**src/odx_pkg.sv**
```systemverilog
// Shared types and constants for the Ostrowski digit expansion block.
package odx_pkg;

  localparam int NUM_PLACES    = 50;
  localparam int MAX_QUOTIENTS = 32;
  localparam int NUM_W         = 63;
  localparam int DIGIT_W       = 8;
  localparam int PLACE_AW      = $clog2(NUM_PLACES);
  localparam int DIV_STEP_W    = $clog2(DIGIT_W);
  localparam int QUOT_W        = MAX_QUOTIENTS * DIGIT_W;
  localparam int KIDX_W        = $clog2(MAX_QUOTIENTS) + 1;
  localparam int CFG_IDX_W     = 3;
  localparam int CFG_DATA_W    = 64;
  localparam int QUEUE_DEPTH   = 4;
  localparam int QUEUE_AW      = $clog2(QUEUE_DEPTH);

  localparam logic [NUM_W-1:0] VAL_LIMIT = {NUM_W{1'b1}};

  localparam logic [QUOT_W-1:0] QUOT_RESET = {
    64'd72340172838076673, 64'd72340172838076673,
    64'd72340172838076673, 64'd72340172838076672};
  localparam logic [KIDX_W-1:0]   SEQ_LEN_RESET = KIDX_W'(2);
  localparam logic [KIDX_W-2:0]   REP_IDX_RESET = (KIDX_W-1)'(1);

  localparam logic [CFG_IDX_W-1:0] CFG_QWORD_0 = 3'd0;
  localparam logic [CFG_IDX_W-1:0] CFG_QWORD_1 = 3'd1;
  localparam logic [CFG_IDX_W-1:0] CFG_QWORD_2 = 3'd2;
  localparam logic [CFG_IDX_W-1:0] CFG_QWORD_3 = 3'd3;
  localparam logic [CFG_IDX_W-1:0] CFG_SEQ_LEN = 3'd4;
  localparam logic [CFG_IDX_W-1:0] CFG_REP_IDX = 3'd5;

  typedef enum logic [1:0] {
    ERR_OK        = 2'd0,
    ERR_RANGE     = 2'd1,
    ERR_OVERFLOW  = 2'd2,
    ERR_ZERO_QUOT = 2'd3
  } err_t;

  typedef enum logic [2:0] {
    T_IDLE,
    T_INIT,
    T_ONE,
    T_MUL,
    T_ADD
  } tbl_state_t;

  typedef enum logic [1:0] {
    B_IDLE,
    B_READ,
    B_DIV,
    B_PUT
  } back_state_t;

  typedef struct packed {
    logic             busy;
    err_t             err;
    logic [NUM_W-1:0] top;
  } tbl_status_t;

  typedef struct packed {
    logic                en;
    logic [PLACE_AW-1:0] addr;
    logic [NUM_W-1:0]    data;
  } place_wr_t;

  typedef struct packed {
    logic [NUM_W-1:0] number;
    logic             single;
    err_t             code;
  } job_t;

endpackage

```
**src/odx_queue.sv**
```systemverilog
// Short job queue between the front end and the digit engine.
module odx_queue (
  input  logic          clk,
  input  logic          rst,
  input  logic          push,
  input  odx_pkg::job_t push_job,
  output logic          full,
  input  logic          pop,
  output logic          valid,
  output odx_pkg::job_t head
);

  odx_pkg::job_t                  slots [odx_pkg::QUEUE_DEPTH];
  logic [odx_pkg::QUEUE_AW-1:0]   wr_ptr, rd_ptr;
  logic [odx_pkg::QUEUE_AW:0]     count;

  assign full  = (count == (odx_pkg::QUEUE_AW+1)'(odx_pkg::QUEUE_DEPTH));
  assign valid = (count != '0);
  assign head  = slots[rd_ptr];

  always_ff @(posedge clk) begin
    if (rst) begin
      wr_ptr <= '0;
      rd_ptr <= '0;
      count  <= '0;
    end else begin
      if (push) wr_ptr <= wr_ptr + odx_pkg::QUEUE_AW'(1);
      if (pop) rd_ptr <= rd_ptr + odx_pkg::QUEUE_AW'(1);
      if (push && !pop) count <= count + (odx_pkg::QUEUE_AW+1)'(1);
      else if (pop && !push) count <= count - (odx_pkg::QUEUE_AW+1)'(1);
    end
  end

  always_ff @(posedge clk) begin
    if (push) slots[wr_ptr] <= push_job;
  end

endmodule

```
**config.mk**
```make
export PLATFORM = sky130hd
export DESIGN_NAME = odx_queue
export DESIGN_NICKNAME = d
export VERILOG_FILES = /design/src/odx_pkg.sv /design/src/odx_queue.sv
export SDC_FILE = /design/constraint.sdc
export NUM_CORES = 1
export LEC_CHECK = 0
export ABC_AREA = 1
export BUFFER_PORTS_ARGS = -buffer_cell sky130_fd_sc_hd__buf_2
export CORE_ASPECT_RATIO = 1.5
export CORE_MARGIN = 2
export CORE_UTILIZATION = 60
export CTS_BUF_LIST = sky130_fd_sc_hd__clkbuf_2 sky130_fd_sc_hd__clkbuf_4 sky130_fd_sc_hd__clkbuf_8
export DETAILED_ROUTE_END_ITERATION = 7
export PLACE_DENSITY_LB_ADDON = 0.05
export SETUP_SLACK_MARGIN = 0.15
export SLEW_MARGIN = 20
export SYNTH_ARGS = -nofsm -noshare
export SYNTH_HDL_FRONTEND = slang
export SYNTH_SLANG_ARGS = --single-unit
```
**constraint.sdc**
```tcl
create_clock -name clk -period 3.35 [get_ports clk]
set_clock_uncertainty 0.1 [all_clocks]
set_input_delay 0.1675 -clock clk [delete_from_list [all_inputs] [get_ports clk]]
set_output_delay 0.1675 -clock clk [all_outputs]
set_load 0.02 [all_outputs]
```
**Word-level counts from Yosys, hierarchy flattened**

Memories as Yosys holds them, arrays and structs flattened. A register that Yosys moved wholly into a read port is not among the register bits.
Cells that the tools add are included.

- Memories kept: 1
- Output and inout bits: 68
- Bits of input ports: 70
- Memory bits (writable): 264
- Register bits: 7

- Equal/unequal tests: 1
- Mux-type cells: 6
- $add $sub $neg: 4
- Reductions and logical operators: 6

Memory list:

| name | words | width | rd ports | clocked after memory_dff | write ports | RTL line | RTL |
|---|---|---|---|---|---|---|---|
| slots | 4 | 66 | 1 | 1 | 1 | odx_queue.sv:13 | `odx_pkg::job_t slots [odx_pkg::QUEUE_DEPTH];` |

Operators with widths:

| cell | count |
|---|---|
| 3-bit two-way mux | 2 |
| 2-bit by 1-bit adder with 2-bit output, second input constant | 2 |
| 2-bit two-way mux | 2 |
| 3-bit by 1-bit adder with 3-bit output, second input constant | 1 |
| 3-bit equality test, second input constant | 1 |
| 3-bit nonzero test | 1 |
| 3-bit by 1-bit subtractor with 3-bit output, second input constant | 1 |
| 1-bit logical AND | 2 |
| 1-bit logical NOT | 2 |
| 1-bit two-way mux | 2 |
| 2-bit nonzero test | 1 |

**Logic depth before layout (Yosys ltp)**

Gate-level depths: netlist of the first run.

- Depth in word-level cells: 4
- Mapped depth: 10
- Gate-level depth less buffers: 10

**Worst setup path after synthesis of the first run**

No wires, ideal clock.

- Path kind: flip-flop to flip-flop
- Start point: register wr_ptr[0] in the netlist's numbering
- End point: memory slots[2][0] in the netlist's numbering, enable pin
- Period minus slack after synthesis: 2391 ps
- Library setup time: 420 ps
- Cell stages (with the launch flop): 5
- Required time: 2830 ps
- Arrival time: 1871 ps
- Setup slack: 959 ps
- Path through: dfxtp_1 inv_1 ha_1 nand2_1 inv_1

RTL lines:

| element | RTL line | RTL |
|---|---|---|
| start: declaration | odx_queue.sv:14 | `logic [odx_pkg::QUEUE_AW-1:0] wr_ptr, rd_ptr;` |
| start signal: assignment | odx_queue.sv:27 | `if (push) wr_ptr <= wr_ptr + odx_pkg::QUEUE_AW'(1);` |
| end: declaration | odx_queue.sv:13 |  |

Straight into the memory's write port.

==> metrics.md, run 1 <==
| Metric | Value |
|---|---|
| RSZ-0062 raised after global routing | no |
| Core Region | 0.0178 sq mm |
| Vias in the first global route | 6,958 |
| # IOs | 138 |
| CTS Sinks | 273 |
| Slew Viols, Final | 0 |
| Slew HR | 48.6% |
| Clk buf depth | 3 |
| Reg2reg start | wr_ptr[0]$_SDFFE_PP0P_ |
| Vias/cell | 5.62 |
| Cts bufs inserted | 39 |
| Static Leak | 4.62 nW |
| Antenna Cells | 0 |
| Most common cell after layout, fill and taps aside | edfxtp_1 |
| Syn Inst Count | 697 |
| Crit-path max FO | 78 |
| Worst-margin pin slew | 770 ps |
| Seq cells post-synth | 273 |
| Total power draw | 7.28 mW |
| Post-CTS Setup Inserts | 0 |
| CTS HTree Levels | 2 |
| Met3 WL post-DR | 1020 um |
| DRT met1 WL | 8640 um |
| Crit path kind | reg2out |
| Critical Path AT | 2650 ps |
| Setup tns final | 0 ps |
| PortBufs | 137 |
| DRT antenna net count | 0 |
| Cells after DPL | 1,022 |
| CTS tree | done |
| Largest net degree at the start of global routing | 79 |
| Seq/Total Area, Yosys | 74.9% |
| Status | finished clean |
| Min Hold Slack | 289 ps |
| Row Count | 60 |
| Pre-antenna DRT Iters | 6 |
| WL final | 21,900 um |
| Core Util, Final | 73.5% |
| Clock-pin slew on the worst setup and hold paths | 60 ps |
| WL per Instance | 18.9 um |
| Peak VDD IR | 0.000510 V |
| Area grow syn2layout | 20.8% |
| Hold crit path type | in2reg |
| Non-Filler Instances | 1,159 |
| Die width | 114 um |
| Syn_nets | 773 |
| Initial antenna violation count | 0 |
| Max-Cap Viols | 0 |
| Final Cycle Share | 87.0% |
| Top sig layer | met4 |
| Final Wtd Congestion | 0.714 |
| Post-DP HPWL | 12,200 um |
| Grt ovf | 0 |
| Synthesized cell area | 0.0108 sq mm |
| Chip height | 169 um |
| Fraction of layout cells with a size suffix above 1 | 32.1% |
| Setup crit end kind | output pin |
| Via count | 6,519 |
| Final Hold Viols | 0 |
| Tot GR Track Use | 22.8% |
| CTS root buffer | clkbuf_8 |
| Skew-Pair Late Insertion Delay | 500 ps |
| Global-route wire length before repair | 34,200 um |
| WP data required | 3080 ps |
| Most frequent cells in the layout | edfxtp_1, buf_2, o21ai_0 |
| Power per Cell Area | 557 mW/mm^2 |
| Design Area, Final | 0.0131 sq mm |
| Met2 WL | 11,800 um |
| Synth unique cells | 26 |
| PostCTS Resize Cnt | 0 |
| Max Clock Freq | 343 MHz |
| Placement Setup Slack | 954 ps |
| Post-place instance area | 0.0117 sq mm |
| Fin crit period | 2910 ps |
| Residual DRC count | 0 |
| Startpoint Class | register |
| Initial Util | 60.9% |
| Setup violators final | 0 |
| Setup ws final | 435 ps |
| Synthesis warning total | 0 |
| Die ar. | 0.0192 sq mm |
| NumNets Final | 991 |
| Hold_sp | rst |
| DRC marker count from the first detailed-route iteration | 459 |
| Post-Syn Area per Cell | 15.5 sq um |
| CTS Hold Buffers Added | 69 |
==> worst paths after layout <==
kind,to,slack (ps),cells past startpoint
worst max-delay path,head[50],440,4
worst min-delay path,count[0]$_SDFFE_PP0P_,290,3
worst min register to register,register,350,1
worst max register to register,slots[0][45]$_DFFE_PP_,1360,5
==> layout make-up <==
cell class,count,area [sq um]
sequential,273,8110
fill,1153,4710
multi-input combinational,365,2360
timing repair buffer,219,1540
clock buffer,50,632
tap,217,272
clock inverter,18,97.6
inverter,17,68.8
==> flip-flops by register name, summed over array words and instances, names as in the netlist, named ones only <==
register / count
slots: 264
count: 3
rd_ptr: 2
wr_ptr: 2
==> cells in the mapped netlist, drive strengths merged <==
library cell | instances | area [sq um]
a21oi | 3 | 15.0
buf | 20 | 209
clkbuf | 22 | 82.6
dfxtp | 9 | 180
edfxtp | 264 | 7930
fa | 1 | 20.0
ha | 5 | 62.6
inv | 17 | 68.8
nand2 | 10 | 37.5
nand3 | 1 | 5.00
nand4 | 1 | 6.26
nor2 | 139 | 837
nor3 | 1 | 5.00
o21ai | 137 | 701
o22ai | 66 | 663
xor2 | 1 | 8.76
==> routing by layer <==
layer  track usage (%)  vias up
met5                 0        -
li1                  -     3048
met3              3.69       31
met4              8.43        0
met2              41.4      202
met1              27.2     3238
==> critical path: stages (launching register included) <==
cell and delay (ps):
dfxtp_4 730, buf_4 700, o21ai_0 230, o22ai_1 250
buf_2 210
==> report_power, final <==
| part | internal, mW | leakage, nW | switching [mW] | total [mW] |
|---|---|---|---|---|
| logic | 0.316 | 1.73 | 0.581 | 0.898 |
| clock network | 1.31 | 0.384 | 1.12 | 2.43 |
| registers | 3.90 | 2.50 | 0.0566 | 3.96 |
==> cell families (layout without fill, tap and decap cells) <==
kind of cell	Yosys count	after routing	synth area share, %
adder cells (fa/ha/maj)	6	6	0.763
buffers and inverters	59	304	3.33
flip-flops	273	273	74.9
AND/OR/NAND/NOR	152	152	8.23
AO/OA/AOI/OAI	206	206	12.7
XOR/XNOR	1	1	0.0809
Note: power is estimated with default switching activity, not from simulation.
==> inputs of run 2 (changes only) <==
--- a/config.mk
+++ b/config.mk
@@ -13,6 +13,7 @@
 export CTS_BUF_LIST = sky130_fd_sc_hd__clkbuf_2 sky130_fd_sc_hd__clkbuf_4 sky130_fd_sc_hd__clkbuf_8
 export DETAILED_ROUTE_END_ITERATION = 7
 export PLACE_DENSITY_LB_ADDON = 0.05
+export REMOVE_ABC_BUFFERS = 1
 export SETUP_SLACK_MARGIN = 0.15
 export SLEW_MARGIN = 20
 export SYNTH_ARGS = -nofsm -noshare
==> run 2 against run 1 <==
  * Fmax is 13% higher
  * Power up 2.3%
  * Worst hold slack worse by 23 ps
  * Setup slack improved by 340 ps
  * Cell count grew 0.26%
  * Clock power up 7%
  * Register-to-register slack lost 180 ps
  * Critical path type unchanged
  * Critical endpoint is now head[33]
  * Highest routed layer unchanged
==> metrics.md, run 2 (synthesis results as in run 1) <==
| Metric | Value |
|---|---|
| Via count | 6,567 |
| Most frequent cells in the layout | edfxtp_1, buf_2, o21ai_0 |
| Slowest stage cell, crit path | inv_2 |
| CTS Sinks | 273 |
| Antenna Cells | 0 |
| Core Region | 0.0178 sq mm |
| Top Registers | slots: 264 flops, count: 3 flops |
| Initial Util | 60.9% |
| Fraction of layout cells with a size suffix above 1 | 33.4% |
| # IOs | 138 |
| Final Wtd Congestion | 0.773 |
| Worst R2R End | slots[0][40]$_DFFE_PP_ |
| Static Leak | 4.66 nW |
| Post-DP HPWL | 12,000 um |
| Row Count | 60 |
| FF-to-FF setup slack | 1180 ps |
| Hold_sp | rst |
| Area grow syn2layout | 21.3% |
| R2R depth | 5 |
| Crit path kind | reg2out |
| WL final | 22,200 um |
| Vias/cell | 5.65 |
| Residual DRC count | 0 |
| Min Hold Slack | 266 ps |
| Max reg flops | 264 |
| DRC marker count from the first detailed-route iteration | 490 |
| Tot GR Track Use | 23.1% |
| Cells after DPL | 1,024 |
| NumNets Final | 993 |
| Setup crit end kind | output pin |
| Core Util, Final | 73.8% |
| Max-Cap Viols | 0 |
| Hold Path Depth | 3 |
| Setup tns final | 0 ps |
| Hold crit path type | in2reg |
| Chip height | 169 um |
| Slew Viols, Final | 0 |
| Non-Filler Instances | 1,162 |
| Post-place instance area | 0.0117 sq mm |
| Reg2reg start | wr_ptr[0]$_SDFFE_PP0P_ |
| Startpoint Class | register |
| Critical Path AT | 2310 ps |
| CTS HTree Levels | 2 |
| Skew-Pair Late Insertion Delay | 500 ps |
| Most common cell after layout, fill and taps aside | edfxtp_1 |
| RSZ-0062 raised after global routing | no |
| Cts bufs inserted | 39 |
| Design Area, Final | 0.0131 sq mm |
| Worst-margin pin slew | 969 ps |
| Crit path cell chain | inv_2, buf_4, o21ai_0, o22ai_1, buf_2 |
| WP data required | 3080 ps |
| Top reg by flops | slots |
| Hold endpoint | count[0]$_SDFFE_PP0P_ |
| PostCTS Resize Cnt | 0 |
| Crit-path max cell delay | 690 ps |
| Final Cycle Share | 76.9% |
| Max Clock Freq | 388 MHz |
| CTS root buffer | clkbuf_8 |
| Clk buf depth | 3 |
| Largest net degree at the start of global routing | 133 |
| Power per Cell Area | 567 mW/mm^2 |
| Slew HR | 35.3% |
| Grt ovf | 0 |
| Setup violators final | 0 |
| Initial antenna violation count | 0 |
| Final Hold Viols | 0 |
| Crit-path max FO | 49 |
| Clock-pin slew on the worst setup and hold paths | 60 ps |
| Die ar. | 0.0192 sq mm |
| Pre-antenna DRT Iters | 4 |
| Status | finished clean |
| DRT antenna net count | 0 |
| Global-route wire length before repair | 34,700 um |
| CTS tree | done |
| Fin crit period | 2570 ps |
| Die width | 114 um |
| Peak VDD IR | 0.000453 V |
| WL per Instance | 19.1 um |
| PortBufs | 137 |
| Vias in the first global route | 6,988 |
-- run 2: worst max path at each step --
stage	start	to	slack (ps)	depth (start not counted)
after floorplan	register	head[0]	-810	3
after global placement	wr_ptr[0]$_SDFFE_PP0P_	slots[0][48]$_DFFE_PP_	1180	5
after detailed placement	wr_ptr[0]$_SDFFE_PP0P_	slots[0][48]$_DFFE_PP_	1160	5
after CTS	register	head[32]	760	5
after global routing	register	head[32]	590	5
final	register	head[33]	780	5
-- run 2: routing by layer --
metal  track usage (%)  share of wire (%)  wire (um)
met1              27.9                 40       8860
met4              8.27                2.5        558
met5                 0                  0          0
met3              4.30                5.1       1120
met2              41.3                 53      11700
-- run 2: report_power, final --
part | total (mW) | switching, mW | leakage [nW] | internal, mW
Clock | 2.59 | 1.15 | 0.426 | 1.44
Sequential | 3.95 | 0.0441 | 2.50 | 3.90
Combinational | 0.910 | 0.595 | 1.73 | 0.316
-- run 2: timing repair --
| item | in CTS | in global routing |
|---|---|---|
| setup buffers | 0 | 0 |
| hold endpoints to repair | 273 | 0 |
| hold buffers | 69 | 0 |
-- run 2: area by class of cell --
cell class / instances / area (sq um)
Sequential cell: 273 / 8110
Clock inverter: 5 / 21.3
Fill cell: 1111 / 4660
Multi-Input combinational cell: 365 / 2360
Inverter: 17 / 73.8
Clock buffer: 64 / 768
Tap cell: 217 / 272
Timing Repair Buffer: 221 / 1530
-- run 2: per-stage QoR --
step	worst slack, ps	power, mW
after floorplan	-805	4.53
after global placement	1180	4.83
after detailed placement	1160	4.87
after CTS	759	7.50
after global routing	593	7.72
final	775	7.45
-- run 2: critical path, delay by kind of cell, from the launching register on --
family / cells / cell delay, ps
compound gates: 2 / 250
flops: 1 / 320
buf+inv: 3 / 1220
==> inputs of run 3 (changes only) <==
--- a/config.mk
+++ b/config.mk
@@ -9,7 +9,7 @@
 export BUFFER_PORTS_ARGS = -buffer_cell sky130_fd_sc_hd__buf_2
 export CORE_ASPECT_RATIO = 1.5
 export CORE_MARGIN = 2
-export CORE_UTILIZATION = 60
+export CORE_UTILIZATION = 54
 export CTS_BUF_LIST = sky130_fd_sc_hd__clkbuf_2 sky130_fd_sc_hd__clkbuf_4 sky130_fd_sc_hd__clkbuf_8
 export DETAILED_ROUTE_END_ITERATION = 7
 export PLACE_DENSITY_LB_ADDON = 0.05
==> constraint.sdc (replaced) <==
create_clock -name clk -period 2.2 [get_ports clk]
set_clock_uncertainty 0.1 [all_clocks]
set_input_delay 0.11 -clock clk [delete_from_list [all_inputs] [get_ports clk]]
set_output_delay 0.11 -clock clk [all_outputs]
set_load 0.02 [all_outputs]
==> run 3 against run 2 <==
  * Worst hold slack worse by 56 ps
  * Clock power grew 45%
  * Setup slack worse by 630 ps
  * Via count grew 3.5%
  * Sequential power up 52%
==> metrics.md, run 3 (synthesis results as in run 1) <==
| Metric | Value |
|---|---|
| Setup ws final | 146 ps |
| CP Buf/Inv Count | 4 |
| CTS HTree Levels | 2 |
| Die width | 120 um |
| Grt ovf | 0 |
| Pint | 8.62 mW |
| Max reg flops | 264 |
| Delay-heaviest family, CP | buffers and inverters |
| CTS Sinks | 273 |
| DRT met1 WL | 9910 um |
| Hold crit path type | in2reg |
| Residual DRC count | 0 |
| Area grow syn2layout | 27.6% |
| Post-DP HPWL | 13,400 um |
| Crit. path cell count | 6 |
| Global-route wire length before repair | 38,400 um |
| Slew HR | 73.6% |
| NumNets Final | 1,019 |
| R2R depth | 5 |
| Initial antenna violation count | 1 |
| Most common cell after layout, fill and taps aside | edfxtp_1 |
| Initial Util | 55.0% |
| Final Cycle Share | 93.4% |
| Hold Path Depth | 3 |
| Most frequent cells in the layout | edfxtp_1, buf_2, o21ai_0 |
| Max-Cap Viols | 0 |
| Power per Cell Area | 828 mW/mm^2 |
| Slowest stage cell, crit path | dfxtp_4 |
| Non-Filler Instances | 1,227 |
| Clk buf depth | 3 |
| Largest net degree at the start of global routing | 36 |
| Crit-path max cell delay | 390 ps |
| FILL cells | 1,372 |
| Slew Viols, Final | 0 |
| Crit-path max FO | 18 |
| Sequential Power Share | 52.5% |
| FF-to-FF setup slack | 410 ps |
| Crit path cell chain | buf_12, inv_16, clkbuf_16, o21ai_0, o22ai_2, buf_4 |
| Setup tns final | 0 ps |
| Fin crit period | 2050 ps |
| Net Sw Frac | 24.7% |
| Top reg by flops | slots |
| WL per Instance | 20.9 um |
| Crit path kind | reg2out |
| Clock-pin slew on the worst setup and hold paths | 60 ps |
| WP data required | 1990 ps |
| Final Wtd Congestion | 0.756 |
| Met3 WL post-DR | 1490 um |
| Clock network power share | 32.8% |
| Sw Pwr | 2.82 mW |
| Vias in the first global route | 7,160 |
| Comb power frac | 14.7% |
| PortBufs | 137 |
| Top Registers | slots: 264 flops, count: 3 flops |
| Setup crit end kind | output pin |
| Fraction of layout cells with a size suffix above 1 | 35.0% |
| Placement Setup Slack | 394 ps |
| CTS root buffer | clkbuf_8 |
| Met2 WL | 13,300 um |
| Row Count | 63 |
| Chip height | 177 um |
| Status | finished clean |
| Top sig layer | met4 |
| Tot GR Track Use | 23.8% |
| Cts bufs inserted | 40 |
| Startpoint Class | register |
| Skew-Pair Late Insertion Delay | 510 ps |
| Cells after DPL | 1,076 |
| Via count | 6,796 |
| Max Clock Freq | 487 MHz |
| Core Region | 0.0197 sq mm |
| Pre-antenna DRT Iters | 5 |
| Setup violators final | 0 |
| Peak VDD IR | 0.000642 V |
| DRT antenna net count | 0 |
| # IOs | 138 |
| Die ar. | 0.0212 sq mm |
| Static Leak | 4.93 nW |
| Worst-margin pin slew | 395 ps |
| DRC marker count from the first detailed-route iteration | 458 |
| CTS tree | done |
| Final Hold Viols | 0 |
| Vias/cell | 5.54 |
| WL final | 25,600 um |
| Core Util, Final | 70.1% |
| Critical Path AT | 1840 ps |
| RSZ-0062 raised after global routing | yes |
-- run 3: power groups by stage --
stage / clock network [mW] / registers [mW] / logic (mW)
final: 3.76 / 6.01 / 1.68
after global routing: 4.03 / 6.02 / 1.79
after CTS: 3.83 / 6.01 / 1.63
after detailed placement: 0 / 6.11 / 1.37
after global placement: 0 / 6.10 / 1.33
after floorplan: 0 / 6.15 / 0.756
-- run 3: metal layers --
layer  up-vias  global-route usage, %
met5         -                      0
met4         0                   11.1
met3        64                   3.63
met2       250                   42.1
met1      3361                   28.6
li1       3121                      -
-- run 3: timing repair --
| item | in CTS | in global routing |
|---|---|---|
| hold endpoints to repair | 273 | 0 |
| endpoints found under the setup margin | 66 | 58 |
| pin swaps | 2 | 3 |
| cloned | 8 | 3 |
| setup buffers | 5 | 0 |
| gates resized for setup | 35 | 35 |
| hold buffers | 69 | 0 |
-- run 3: path summary, 6_finish.rpt --
check | start | end
worst max-delay path | register | head[7]
worst min-delay path | rst | count[0]$_SDFFE_PP0P_
worst max register to register | wr_ptr[0]$_SDFFE_PP0P_ | slots[2][16]$_DFFE_PP_
worst min register to register | rd_ptr[1]$_SDFFE_PP0P_ | register
-- run 3: per-stage QoR --
stage	power [mW]	area, sq um	hold WS [ps]
after floorplan	6.90	10500	82.4
after global placement	7.43	11900	190
after detailed placement	7.48	11900	192
after CTS	11.5	13700	186
after global routing	11.8	13800	195
final	11.4	13800	210
-- run 3: layout make-up --
type / instances / area [sq um] / area share [%]
flip-flops and latches: 273 / 8110 / 58.7
repair inverters: 1 / 11.3 / 0.0815
clock inverters: 7 / 28.8 / 0.208
repair buffers: 245 / 2160 / 15.7
multi-input cells: 365 / 2390 / 17.3
diodes: 2 / 5.00 / 0.0362
well taps: 260 / 325 / 2.35
clock buffers: 57 / 697 / 5.04
inverters: 17 / 90.1 / 0.652
-- run 3: worst register-to-register path, cell delays in order (launching register included) --
cell and delay, ps:
dfxtp_1 360, inv_1 100, ha_1 210, nand2_1 80, clkinv_2 320, buf_4 350
